==> config.mk <==
export PLATFORM = sky130hd
export DESIGN_NAME = lua_line_context_scanner_top
export DESIGN_NICKNAME = d
export VERILOG_FILES = /design/src/hdl/lls_pkg.sv /design/src/hdl/lua_line_context_scanner_top.sv /design/src/hdl/lls_scan_core.sv
export SDC_FILE = /design/constraint.sdc
export NUM_CORES = 1
export LEC_CHECK = 0
export ABC_AREA = 1
export BUFFER_PORTS_ARGS = -buffer_cell sky130_fd_sc_hd__buf_2
export CAP_MARGIN = 15
export CORE_ASPECT_RATIO = 2
export CORE_MARGIN = 2
export CORE_UTILIZATION = 40
export CTS_CLUSTER_DIAMETER = 120
export CTS_CLUSTER_SIZE = 16
export DETAILED_ROUTE_END_ITERATION = 8
export HOLD_SLACK_MARGIN = 0.1
export PLACE_DENSITY_LB_ADDON = 0.1
export SLEW_MARGIN = 10
export SYNTH_ARGS = -nofsm -noshare
export SYNTH_HDL_FRONTEND = slang
export SYNTH_HIERARCHICAL = 1
export SYNTH_SLANG_ARGS = --single-unit
==> constraint.sdc <==
create_clock -name i_clk -period 10.9 [get_ports i_clk]
set_input_delay 0.545 -clock i_clk [delete_from_list [all_inputs] [get_ports i_clk]]
set_output_delay 0.545 -clock i_clk [all_outputs]
set_load 0.005 [all_outputs]
==> src/hdl/lls_pkg.sv <==
// ============================================================================
// Lua line context scanner package
// Shared types, context codes and character codes for the scanner.
// ============================================================================
`default_nettype none

package lls_pkg;

    // Default widths for the position counters and the long bracket level.
    localparam int POS_BITS_DEF   = 16;
    localparam int LEVEL_BITS_DEF = 8;

    // Context codes as seen on the configuration port and in results.
    localparam logic [1:0] CTX_MISC    = 2'd0;
    localparam logic [1:0] CTX_IDENT   = 2'd1;
    localparam logic [1:0] CTX_STRING  = 2'd2;
    localparam logic [1:0] CTX_COMMENT = 2'd3;

    // Configuration register indexes.
    localparam logic REG_START_CONTEXT = 1'b0;
    localparam logic REG_START_LEVEL   = 1'b1;

    // Character codes that the scanner reacts to.
    localparam logic [7:0] CH_LF     = 8'h0A;
    localparam logic [7:0] CH_CR     = 8'h0D;
    localparam logic [7:0] CH_DQUOTE = 8'h22;
    localparam logic [7:0] CH_SQUOTE = 8'h27;
    localparam logic [7:0] CH_DASH   = 8'h2D;
    localparam logic [7:0] CH_DOT    = 8'h2E;
    localparam logic [7:0] CH_COLON  = 8'h3A;
    localparam logic [7:0] CH_EQUALS = 8'h3D;
    localparam logic [7:0] CH_LBRACK = 8'h5B;
    localparam logic [7:0] CH_BSLASH = 8'h5C;
    localparam logic [7:0] CH_RBRACK = 8'h5D;
    localparam logic [7:0] CH_UNDER  = 8'h5F;

    // Scanner mode, one-hot.
    typedef enum logic [8:0] {
        MODE_MISC        = 9'b0_0000_0001,
        MODE_IDENT       = 9'b0_0000_0010,
        MODE_STRING      = 9'b0_0000_0100,
        MODE_COMMENT     = 9'b0_0000_1000,
        MODE_PEND_LBRACK = 9'b0_0001_0000,
        MODE_PEND_DASH   = 9'b0_0010_0000,
        MODE_CMT_OPEN    = 9'b0_0100_0000,
        MODE_PEND_CMT_BR = 9'b0_1000_0000,
        MODE_FRESH       = 9'b1_0000_0000
    } t_mode;

    // One input transaction.
    typedef struct packed {
        logic [7:0] char_code;
        logic       last_char;
    } t_in_item;

    // One result transaction.
    typedef struct packed {
        logic [1:0]  end_context;
        logic [15:0] token_start;
    } t_out_item;

    // Configuration handed to the scan core.
    typedef struct packed {
        logic [1:0] start_context;
        logic [7:0] start_level;
    } t_cfg;

endpackage

`default_nettype wire

==> src/hdl/lua_line_context_scanner_top.sv <==
// ============================================================================
// Lua line context scanner, top level
// Configuration registers, input and result handshakes around the scan core.
// ============================================================================
//
//  Channel   Direction  Handshake                  Payload
//  --------  ---------  -------------------------  ---------------------------
//  input     in         i_in_valid / o_in_ready    char_code, last_char
//  result    out        o_out_valid / i_out_ready  end_context, token_start
//  config    in         APB psel/penable/pwrite    start_context, start_level
//
//  One character is taken per cycle unless a result waits untaken; the scan
//  core decides the next state combinationally, and a line's result appears
//  in the result register in the cycle after its last character is taken.
//  While a result waits in the result register, a new character is taken in
//  any cycle in which that result is taken too.
//  Reset clears the configuration to zero and puts the scanner at a line start.
//
`default_nettype none

module lua_line_context_scanner_top #(
    parameter int POS_BITS   = lls_pkg::POS_BITS_DEF,
    parameter int LEVEL_BITS = lls_pkg::LEVEL_BITS_DEF
) (
    input  wire logic               i_clk,
    input  wire logic               i_rst_n,
    // Input channel
    input  wire logic               i_in_valid,
    output logic                    o_in_ready,
    input  wire lls_pkg::t_in_item  i_in_data,
    // Result channel
    output logic                    o_out_valid,
    input  wire logic               i_out_ready,
    output lls_pkg::t_out_item      o_out_data,
    // Configuration port
    input  wire logic               psel,
    input  wire logic               penable,
    input  wire logic               pwrite,
    input  wire logic [2:0]         paddr,
    input  wire logic [31:0]        pwdata,
    output logic [31:0]             prdata,
    output logic                    pready
);

    lls_pkg::t_cfg      r_cfg;
    lls_pkg::t_out_item w_result;
    lls_pkg::t_out_item r_out_data;
    logic               r_out_valid;
    logic               w_step;
    logic               w_cfg_write;

    // Configuration registers.
    assign pready      = 1'b1;
    assign w_cfg_write = psel && penable && pwrite && pready;

    always_ff @(posedge i_clk) begin
        if (!i_rst_n) begin
            r_cfg.start_context <= lls_pkg::CTX_MISC;
            r_cfg.start_level   <= '0;
        end else if (w_cfg_write) begin
            if (paddr[2] == lls_pkg::REG_START_CONTEXT) begin
                r_cfg.start_context <= pwdata[1:0];
            end else begin
                r_cfg.start_level <= pwdata[7:0];
            end
        end
    end

    always_comb begin
        if (paddr[2] == lls_pkg::REG_START_CONTEXT) begin
            prdata = {30'd0, r_cfg.start_context};
        end else begin
            prdata = {24'd0, r_cfg.start_level};
        end
    end

    // Input handshake: a character is taken whenever the result register can move.
    assign o_in_ready = !r_out_valid || i_out_ready;
    assign w_step     = i_in_valid && o_in_ready;

    lls_scan_core #(
        .POS_BITS   (POS_BITS),
        .LEVEL_BITS (LEVEL_BITS)
    ) u_scan (
        .i_clk    (i_clk),
        .i_rst_n  (i_rst_n),
        .i_step   (w_step),
        .i_item   (i_in_data),
        .i_cfg    (r_cfg),
        .o_result (w_result)
    );

    // Result register.
    always_ff @(posedge i_clk) begin
        if (!i_rst_n) begin
            r_out_valid <= 1'b0;
        end else if (w_step && i_in_data.last_char) begin
            r_out_valid <= 1'b1;
        end else if (i_out_ready) begin
            r_out_valid <= 1'b0;
        end
    end

    always_ff @(posedge i_clk) begin
        if (w_step && i_in_data.last_char) begin
            r_out_data <= w_result;
        end
    end

    assign o_out_valid = r_out_valid;
    assign o_out_data  = r_out_data;

    // A last character always yields a result in the next cycle.
    a_last_gives_result: assert property (@(posedge i_clk) disable iff (!i_rst_n)
        (i_in_valid && o_in_ready && i_in_data.last_char) |=> o_out_valid)
        else $error("last character taken without a result");

    // A character that is not last never raises a fresh result.
    a_no_spurious_result: assert property (@(posedge i_clk) disable iff (!i_rst_n)
        (!o_out_valid && !(i_in_valid && o_in_ready && i_in_data.last_char))
        |=> !o_out_valid)
        else $error("result appeared without a last character");

    // The input side stalls only behind a result that is not being taken.
    a_stall_cause: assert property (@(posedge i_clk) disable iff (!i_rst_n)
        !o_in_ready |-> (o_out_valid && !i_out_ready))
        else $error("input stalled without a waiting result");

    // Misc and comment contexts carry no token start.
    a_token_zero: assert property (@(posedge i_clk) disable iff (!i_rst_n)
        (o_out_valid && (o_out_data.end_context == lls_pkg::CTX_MISC ||
                         o_out_data.end_context == lls_pkg::CTX_COMMENT))
        |-> (o_out_data.token_start == 16'd0))
        else $error("token start set outside identifier or string");

endmodule

`default_nettype wire

==> src/hdl/lls_scan_core.sv <==
// ============================================================================
// Lua line context scanner core
// Holds the lexical state and computes the next state and the line result
// for one character per cycle, advancing only when i_step is high.
// ============================================================================
`default_nettype none

module lls_scan_core #(
    parameter int POS_BITS   = lls_pkg::POS_BITS_DEF,
    parameter int LEVEL_BITS = lls_pkg::LEVEL_BITS_DEF
) (
    input  wire logic              i_clk,
    input  wire logic              i_rst_n,
    input  wire logic              i_step,
    input  wire lls_pkg::t_in_item i_item,
    input  wire lls_pkg::t_cfg     i_cfg,
    output lls_pkg::t_out_item     o_result
);

    localparam logic [LEVEL_BITS-1:0] LEVEL_MAX = '1;

    // Saturating increment of a level or an '=' run.
    function automatic logic [LEVEL_BITS-1:0] sat_inc(input logic [LEVEL_BITS-1:0] v);
        sat_inc = (v == LEVEL_MAX) ? LEVEL_MAX : v + 1'b1;
    endfunction

    lls_pkg::t_mode        r_mode, n_mode, c_mode;
    logic [LEVEL_BITS-1:0] r_level, n_level, c_level;
    logic [LEVEL_BITS-1:0] r_eq, n_eq, c_eq;
    logic                  r_arm, n_arm, c_arm;
    logic [7:0]            r_quote, n_quote, c_quote;
    logic                  r_esc, n_esc, c_esc;
    logic [POS_BITS-1:0]   r_pos, n_pos, c_pos;
    logic [POS_BITS-1:0]   r_start, n_start, c_start;

    logic [7:0]            w_ch;
    logic                  w_do_misc;
    logic                  w_newline;
    logic                  w_close_hit;
    logic [LEVEL_BITS:0]   w_eq_plus;
    lls_pkg::t_mode        w_end_mode;
    logic [1:0]            w_ctx;
    logic [31:0]           w_start32;

    assign w_ch      = i_item.char_code;
    assign w_newline = (w_ch == lls_pkg::CH_LF) || (w_ch == lls_pkg::CH_CR);

    // State seen by this character: a fresh line loads the carried-over context.
    always_comb begin
        c_mode  = r_mode;
        c_level = r_level;
        c_eq    = r_eq;
        c_arm   = r_arm;
        c_quote = r_quote;
        c_esc   = r_esc;
        c_pos   = r_pos;
        c_start = r_start;
        if (r_mode == lls_pkg::MODE_FRESH) begin
            case (i_cfg.start_context)
                lls_pkg::CTX_IDENT:   c_mode = lls_pkg::MODE_IDENT;
                lls_pkg::CTX_STRING:  c_mode = lls_pkg::MODE_STRING;
                lls_pkg::CTX_COMMENT: c_mode = lls_pkg::MODE_COMMENT;
                default:              c_mode = lls_pkg::MODE_MISC;
            endcase
            if (32'(i_cfg.start_level) > 32'(LEVEL_MAX)) begin
                c_level = LEVEL_MAX;
            end else begin
                c_level = LEVEL_BITS'(i_cfg.start_level);
            end
            c_eq    = '0;
            c_arm   = 1'b0;
            c_quote = '0;
            c_esc   = 1'b0;
            c_pos   = '0;
            c_start = '0;
        end
    end

    // A ']' closes the long form when armed and the '=' run plus one equals the level.
    assign w_eq_plus   = {1'b0, c_eq} + 1'b1;
    assign w_close_hit = (w_ch == lls_pkg::CH_RBRACK) && c_arm &&
                         (w_eq_plus == {1'b0, c_level});

    // Next-state decision for one character.
    always_comb begin
        n_mode    = c_mode;
        n_level   = c_level;
        n_eq      = c_eq;
        n_arm     = c_arm;
        n_quote   = c_quote;
        n_esc     = c_esc;
        n_start   = c_start;
        n_pos     = c_pos + 1'b1;
        w_do_misc = 1'b0;

        case (c_mode)
            lls_pkg::MODE_IDENT: begin
                if (!(w_ch inside {[8'h61:8'h7A], [8'h41:8'h5A], [8'h30:8'h39],
                                   lls_pkg::CH_UNDER, lls_pkg::CH_DOT,
                                   lls_pkg::CH_COLON})) begin
                    w_do_misc = 1'b1;
                end
            end
            lls_pkg::MODE_STRING, lls_pkg::MODE_COMMENT: begin
                if (c_level == '0) begin
                    if (c_mode == lls_pkg::MODE_COMMENT) begin
                        if (w_newline) begin
                            n_mode = lls_pkg::MODE_MISC;
                        end
                    end else if (c_esc) begin
                        n_esc = 1'b0;
                    end else if (w_ch == c_quote) begin
                        n_mode = lls_pkg::MODE_MISC;
                    end else if (w_ch == lls_pkg::CH_BSLASH) begin
                        n_esc = 1'b1;
                    end
                end else if (w_close_hit) begin
                    n_mode = lls_pkg::MODE_MISC;
                end else if (w_ch == lls_pkg::CH_RBRACK) begin
                    n_arm = 1'b1;
                    n_eq  = '0;
                end else if (w_ch == lls_pkg::CH_EQUALS && c_arm) begin
                    n_eq = sat_inc(c_eq);
                end else begin
                    n_arm = 1'b0;
                end
            end
            lls_pkg::MODE_PEND_LBRACK: begin
                if (w_ch == lls_pkg::CH_EQUALS) begin
                    n_eq = sat_inc(c_eq);
                end else if (w_ch == lls_pkg::CH_LBRACK) begin
                    n_start = c_pos + 1'b1;
                    n_mode  = lls_pkg::MODE_STRING;
                    n_level = sat_inc(c_eq);
                    n_arm   = 1'b0;
                    n_eq    = '0;
                end else begin
                    w_do_misc = 1'b1;
                end
            end
            lls_pkg::MODE_PEND_DASH: begin
                if (w_ch == lls_pkg::CH_DASH) begin
                    n_mode = lls_pkg::MODE_CMT_OPEN;
                end else begin
                    w_do_misc = 1'b1;
                end
            end
            lls_pkg::MODE_CMT_OPEN, lls_pkg::MODE_PEND_CMT_BR: begin
                if (w_ch == lls_pkg::CH_LBRACK && c_mode == lls_pkg::MODE_CMT_OPEN) begin
                    n_eq   = '0;
                    n_mode = lls_pkg::MODE_PEND_CMT_BR;
                end else if (w_ch == lls_pkg::CH_EQUALS &&
                             c_mode == lls_pkg::MODE_PEND_CMT_BR) begin
                    n_eq = sat_inc(c_eq);
                end else if (w_ch == lls_pkg::CH_LBRACK) begin
                    n_mode  = lls_pkg::MODE_COMMENT;
                    n_level = sat_inc(c_eq);
                    n_arm   = 1'b0;
                    n_eq    = '0;
                end else begin
                    // The opener failed: the rest of the line is a short comment.
                    n_level = '0;
                    n_mode  = w_newline ? lls_pkg::MODE_MISC : lls_pkg::MODE_COMMENT;
                end
            end
            default: begin
                w_do_misc = 1'b1;
            end
        endcase

        // Character handled in the misc context.
        if (w_do_misc) begin
            n_mode = lls_pkg::MODE_MISC;
            if (w_ch inside {[8'h61:8'h7A], [8'h41:8'h5A], lls_pkg::CH_UNDER}) begin
                n_start = c_pos;
                n_mode  = lls_pkg::MODE_IDENT;
            end else if (w_ch == lls_pkg::CH_SQUOTE || w_ch == lls_pkg::CH_DQUOTE) begin
                n_start = c_pos + 1'b1;
                n_quote = w_ch;
                n_level = '0;
                n_esc   = 1'b0;
                n_mode  = lls_pkg::MODE_STRING;
            end else if (w_ch == lls_pkg::CH_LBRACK) begin
                n_eq   = '0;
                n_mode = lls_pkg::MODE_PEND_LBRACK;
            end else if (w_ch == lls_pkg::CH_DASH) begin
                n_mode = lls_pkg::MODE_PEND_DASH;
            end
        end
    end

    // Final context of the line as it stands after this character.
    assign w_end_mode = n_mode;
    always_comb begin
        case (w_end_mode)
            lls_pkg::MODE_IDENT:       w_ctx = lls_pkg::CTX_IDENT;
            lls_pkg::MODE_STRING:      w_ctx = lls_pkg::CTX_STRING;
            lls_pkg::MODE_COMMENT,
            lls_pkg::MODE_CMT_OPEN,
            lls_pkg::MODE_PEND_CMT_BR: w_ctx = lls_pkg::CTX_COMMENT;
            default:                   w_ctx = lls_pkg::CTX_MISC;
        endcase
    end

    assign w_start32            = 32'(n_start);
    assign o_result.end_context = w_ctx;
    assign o_result.token_start = (w_ctx == lls_pkg::CTX_IDENT || w_ctx == lls_pkg::CTX_STRING)
                                  ? w_start32[15:0] : 16'd0;

    // Control state: a line end returns the scanner to the fresh-line mode.
    always_ff @(posedge i_clk) begin
        if (!i_rst_n) begin
            r_mode <= lls_pkg::MODE_FRESH;
            r_arm  <= 1'b0;
            r_esc  <= 1'b0;
        end else if (i_step) begin
            r_mode <= i_item.last_char ? lls_pkg::MODE_FRESH : n_mode;
            r_arm  <= n_arm;
            r_esc  <= n_esc;
        end
    end

    // Data state: reloaded at every line start, so it needs no reset.
    always_ff @(posedge i_clk) begin
        if (i_step) begin
            r_level <= n_level;
            r_eq    <= n_eq;
            r_quote <= n_quote;
            r_pos   <= n_pos;
            r_start <= n_start;
        end
    end

endmodule

`default_nettype wire

Yosys cells after proc, flatten, opt, wreduce, memory -nomap -nowiden --
Index checks and enable logic that the tools add are counted.
Storage, ports and cells: bits in registers 96
Cells by class: add/sub/neg operators 3, $lt $le $gt $ge 6, equal/unequal tests 33, muxes and demuxes 88, bitwise gates (word level) 1, reduce and logical (&&, ||, !) cells 27
Operators with widths (count):
- 2-to-1 mux 8 bit | 28
- 2-to-1 mux 9 bit | 18
- 2-to-1 mux 16 bit | 8
- equality test 8 x 6 -> 1 bit (second input constant) | 6
- one-hot mux 9 bit (4 select lines) | 1
- equality test 8 x 7 -> 1 bit (second input constant) | 4
- 2-to-1 mux 1 bit | 25
- one-hot mux 8 bit (3 select lines) | 1
- equality test 9 x 2 -> 1 bit (second input constant) | 2
- equality test 9 x 3 -> 1 bit (second input constant) | 2
- equality test 9 x 4 -> 1 bit (second input constant) | 2
- equality test 9 x 7 -> 1 bit (second input constant) | 2
- equality test 9 x 8 -> 1 bit (second input constant) | 2
- adder 16 x 1 -> 16 bit (second input constant) | 1
- equality test 8 x 4 -> 1 bit (second input constant) | 2
- greater-or-equal comparator 8 x 7 -> 1 bit (second input constant) | 2
- less-or-equal comparator 8 x 7 -> 1 bit (second input constant) | 2
- one-hot mux 8 bit (2 select lines) | 1
- logical AND 1 bit | 12
- one-hot mux 4 bit (3 select lines) | 1
- adder 8 x 1 -> 9 bit (second input constant) | 1
- equality test 9 x 5 -> 1 bit (second input constant) | 1
- equality test 9 x 6 -> 1 bit (second input constant) | 1
- equality test 9 x 8 -> 1 bit | 1
- 24 further kinds | 32

Longest topological paths before layout --
depth after elaboration 14, mapped depth 29, gate-level depth less buffers 24

By module --
The synthesis kept the hierarchy.
By module, submodules not included:
- lls_scan_core | times used 1, cells each 909, area an instance 5798.1 sq um
- lua_line_context_scanner_top | times used 1, cells each 142, area an instance 1343.8 sq um

Least setup slack after synthesis --
Ideal clock, no wire load.
path kind input to register, start input i_out_ready, end register u_scan.r_mode[4], library setup time 0.072 ns, arrival 4.904 ns, data required time 10.828 ns, setup slack 5.924 ns, cell stages on the path 6, buffers on the path 0, cells stage by stage nor2_1 nor2_1 clkinv_1 nor2_1 o21ai_0 a21oi_1
Between the ends: word-level cells in the longest chain between the ends 2
Ends and longest elaborated chain:
- start: declaration | line lua_line_context_scanner_top.sv:33 | input wire logic i_out_ready,
- logical OR 1 bit | line lua_line_context_scanner_top.sv:78 | assign o_in_ready = !r_out_valid || i_out_ready;
- logical AND 1 bit | line lua_line_context_scanner_top.sv:79 | assign w_step = i_in_valid && o_in_ready;
- via w_step | line lua_line_context_scanner_top.sv:49 | logic w_step;
- end signal: assignment | line lls_scan_core.sv:213 | r_mode <= lls_pkg::MODE_FRESH;
- end signal: assignment | line lls_scan_core.sv:217 | r_mode <= i_item.last_char ? lls_pkg::MODE_FRESH : n_mode;
- end: declaration | line lls_scan_core.sv:27 | lls_pkg::t_mode r_mode, n_mode, c_mode;
The timed path passes the listed nets, and every way through them passes these cells. A chain may end at the register's enable or synchronous reset.

Worst setup path after layout --
start register u_scan.r_mode[0], end register r_out_data, in the netlist o_out_data[9] (data pin)
Between the ends: word-level cells in the longest chain between the ends 14, elaborated cells between the ends (all ways) 58, those cells by class add/sub: 2; eq/ne: 17; mux: 29; reduce/logical: 10
Ends and longest elaborated chain:
- equality test 9 bit | line lls_scan_core.sv:58 | if (r_mode == lls_pkg::MODE_FRESH) begin
- 2-to-1 mux 8 bit | line lls_scan_core.sv:58
- adder 8 x 1 -> 9 bit / equality test 8 bit (equally long branches) | line lls_scan_core.sv:80, lls_scan_core.sv:112
- equality test 9 x 8 -> 1 bit / 2-to-1 mux 9 bit (equally long branches) | line lls_scan_core.sv:82, lls_scan_core.sv:112
- logical AND 1 bit / 2-to-1 mux 9 bit (equally long branches) | line lls_scan_core.sv:81, lls_scan_core.sv:110
- 2-to-1 mux 9 bit (on tied branches) | line lls_scan_core.sv:117, lls_scan_core.sv:106
- 2-to-1 mux 9 bit | line lls_scan_core.sv:105 | if (c_level == '0) begin
- one-hot mux 9 bit (4 select lines) | line lls_scan_core.sv:96 | case (c_mode)
- 2-to-1 mux 9 bit | line lls_scan_core.sv:172 | if (w_do_misc) begin
- equality test 9 x 4 -> 1 bit, or another cell as far along | line lls_scan_core.sv:195 | case (w_end_mode)
- OR reduction 3 bit | line lls_scan_core.sv:195
- one-hot mux 2 bit (3 select lines) | line lls_scan_core.sv:195
- equality test 2 x 1 -> 1 bit / equality test 2 bit (equally long branches) | line lls_scan_core.sv:207 | assign o_result.token_start = (w_ctx == lls_pkg::CTX_IDENT || w_ctx == lls_pkg::CTX_STRING)
- logical OR 1 bit | line lls_scan_core.sv:207
- end signal: assignment | line lua_line_context_scanner_top.sv:106 | r_out_data <= w_result;
- end: declaration | line lua_line_context_scanner_top.sv:47 | lls_pkg::t_out_item r_out_data;
Several ways; a longest one is shown, not always the timed one.

==> run_results.csv <==
group,metric,value,unit
yosys,synth_flop_cell,"edfxtp_1",
finish,final_common_cell,"nand2_1",
floorplanning,coreArea,17600,µm²
place,place_congestion,0.899,
setup_path,r2r-start,"u_scan/r_mode[0]",
finish,diodes,0,
yosys,ys_warn_count,6,
setup_path,reg2reg_depth,16,
timing,finalCritPeriodShare,37.8,%
setup_path,cp.arrival,4250,ps
grt,top_usage_layer,"met2",
clocking,post-cts-setup-buffers,0,
place,place_ws,6740,ps
pwr,p_sw,303,µW
grt,grt.total_usage,20.1,%
setup_path,criticalPathCategory,"register to register",
yosys,syn_area_per_cell,6.80,µm²
timing,setup_tns,0,ps
clocking,cts_resized,0,
timing,setup_violations,0,
floorplanning,chipWidth,98.5,µm
setup_path,regToRegSetupSlack,6780,ps
clocking,clk_pin_slew,80,ps
run,max_cap_viol_count,0,
grt,grt_max_degree,63,
status,outcome,"finished clean",
yosys,syn_inst,1051,
clocking,cts_max_level,3,
clocking,clk_path_buf_depth,2,
pwr,p_leak,3.77,nW
floorplanning,die_area,19000,µm²
timing,hold_violations,0,
timing,finClkSkew,10.1,ps
yosys,ys_seq_area_share,37.3,%
yosys,synth_edf_count,74,
setup_path,end_kind,"register",
yosys,synth_top_area_cell,"edfxtp_1",
worst_hold_path,hold_class,"primary input to register",
finish,syn2layout_area_growth,8.08,%
finish,ff_latch_area,2660,µm²
pwr,pwr-share-clk,33.8,%
yosys,yosysTopAreaCellShare,31.1,%
place,io_buffer_count,52,
drt,drt-initial-drc-count,428,
drt,wl_per_cell,14.5,µm
setup_path,critPathMaxFanout,23,
grt,grt_pass1_wl,30900,µm
pwr,powerDensity,122,nW/µm²
timing,setup_slack,6780,ps
worst_hold_path,min-delay-start,"i_in_data[0]",
place,dpl.hpwl,13400,µm
timing,slew_viol_final,0,
pwr,comb_power_share,20.0,%
clocking,cts_sinks,96,
timing,final.min_clock_period,4120,ps
drt,dr.pass1.iters,5,
yosys,yosysUniqueCellTypes,46,
timing,rsz0062_at_grt,"no",
grt,met2_usage,33.5,%
pwr,p_int,642,µW
pwr,peakVddDrop,0.0723,mV
clocking,clk_latency,360,ps
finish,multi_input_area,3560,µm²
setup_path,worst-path-buf-inv,2,
floorplanning,num_rows,69,
floorplanning,die_height,193,µm
clocking,cts_hold_buf,0,
yosys,synth.ff_latch_count,96,
setup_path,crit_path_top_delay_cell,"a21oi_1",
worst_hold_path,min_to,"u_scan/r_mode[8]",
setup_path,required,11030,ps
finish,layout_common_cells,"nand2_1, inv_1, nor2_1, nand3_1, edfxtp_1",
grt,grt_use_met1,27.4,%
timing,hold_ws,470,ps
finish,drive_above_1_share,11.2,%
finish,num-fill-cells,1947,
clocking,root_buffer,"clkbuf_16",
clocking,cts_buffers,9,
setup_path,path_delay_family,"simple AND/OR/NAND/NOR gates",
setup_path,r2r-end,"o_out_data[9]",
grt,grt_use_met3,2.09,%
drt,drcViolationCount,0,
worst_hold_path,hold_depth,3,
grt,grt_pass1_vias,6242,
floorplanning,io_pins,104,
timing,worstMarginPinSlew,1090,ps
drt,drt_wl_total,18900,µm
floorplanning,initial_core_util,40.6,%
pwr,p_seq_share,46.2,%
grt,antenna_found_initial,0,
grt,grt_overflow,0,
drt,dr_total_vias,6622,
drt,ant_nets,0,
yosys,netlist_area,7140,µm²
timing,max_freq,243,MHz
yosys,ys_async_sr_fraction,0,%
drt,post_drt_via_cell_ratio,5.07,
setup_path,crit_chain,"nor2_1 > nand2_1 > nor3_2 > nand3_1 > nand2_1 > nand3_1 > a21oi_1 > nor2_1 > nand3_1 > nand2_2 > inv_2 > nand3_1 > nand2_1 > nand2_2 > nand2_1 > inv_1",
setup_path,crit_path_max_incr_delay,850,ps
finish,final_nets,1140,
clocking,cts_tree,"built",
timing,relSlewSlack,26.7,%
pwr,switching_share,32.1,%
yosys,synth.area.top_cells,"edfxtp_1, nand2_1, inv_1",
setup_path,start_kind,"register",
worst register-to-register path, stage by stage, from the launching register on:
cell and delay (ps):
dfxtp_1 320, nor2_1 140, nand2_1 130, nor3_2 340
nand3_1 120, nand2_1 130, nand3_1 140, a21oi_1 850
nor2_1 170, nand3_1 130, nand2_2 310, inv_2 400
nand3_1 160, nand2_1 120, nand2_2 230, nand2_1 160
inv_1 40
state kept, by name, summed over array words and instances, names as in the netlist:
register        flops
r_cfg              10
u_scan/r_esc        1
u_scan/r_start     16
u_scan/r_eq         8
u_scan/r_arm        1
u_scan/r_mode       9
o_out_data         18
u_scan/r_quote      8
u_scan/r_level      8
o_out_valid         1
u_scan/r_pos       16
worst max path at each step:
stage                                 from               end  slack (ps)  depth (start not counted)
after floorplan                i_out_ready  u_scan/r_mode[4]        5920                          6
after global placement    u_scan/r_mode[0]     o_out_data[9]        6780                         16
after detailed placement  u_scan/r_mode[0]     o_out_data[9]        6740                         16
after CTS                 u_scan/r_mode[4]    o_out_data[10]        6730                         16
after global routing      u_scan/r_mode[4]     o_out_data[8]        6240                         16
final                     u_scan/r_mode[0]     o_out_data[9]        6780                         16
cell families after synthesis:
kind of cell,Yosys count,share of synthesized area (%)
flip-flops,96,37.3
buffers and inverters,223,14.2
AND/OR/NAND/NOR,562,34.3
adder cells (fa/ha/maj),2,0.350
XOR/XNOR,14,1.82
other,2,0.105
AO/OA/AOI/OAI,152,12.0
per-layer routing:
metal / part of all wire [%] / wire (µm)
met2: 47 / 8850
met4: 1.6 / 309
met1: 48 / 9120
met5: 0 / 0
met3: 3.2 / 608
area by class of cell:
cell class	count	area share (%)
clock buffers	9	2.92
clock inverters	7	0.859
inverters	168	8.23
multi-input cells	755	46.2
flip-flops and latches	96	34.5
well taps	213	3.45
repair buffers	57	3.86
cell usage after synthesis, types with 3 or more instances:
cell type,count
a21oi_1,57
a21oi_2,3
a22oi_1,3
buf_2,11
buf_4,26
buf_6,8
clkbuf_1,8
dfxtp_1,22
edfxtp_1,74
inv_1,161
inv_2,4
nand2_1,287
nand2_2,13
nand2_4,3
nand3_1,93
nand4_1,12
nor2_1,120
nor2_2,6
nor2_4,3
nor3_1,11
nor3_2,4
o211ai_1,11
o21ai_0,50
o21ai_1,8
o21bai_1,3
o22ai_1,10
xor2_1,13
power by group through the flow:
stage | clock, mW | sequential (mW) | combinational (mW)
2_1_floorplan | 0 | 0.443 | 0.150
3_3_place_gp | 0 | 0.444 | 0.185
3_5_place_dp | 0 | 0.444 | 0.188
4_1_cts | 0.331 | 0.436 | 0.189
5_1_grt | 0.340 | 0.439 | 0.216
6_report | 0.320 | 0.436 | 0.189
stage by stage:
step | instance area, µm² | util [%] | instances | total power, mW
2_1_floorplan | 7230 | - | 1074 | 0.593
3_3_place_gp | 7430 | 42.2 | 1289 | 0.630
3_5_place_dp | 7430 | 42.2 | 1289 | 0.633
4_1_cts | 7720 | 43.8 | 1305 | 0.957
5_1_grt | 7720 | 43.8 | 1305 | 0.995
6_report | 7720 | 43.8 | 1305 | 0.945
Power figures use the tool's default switching activity.
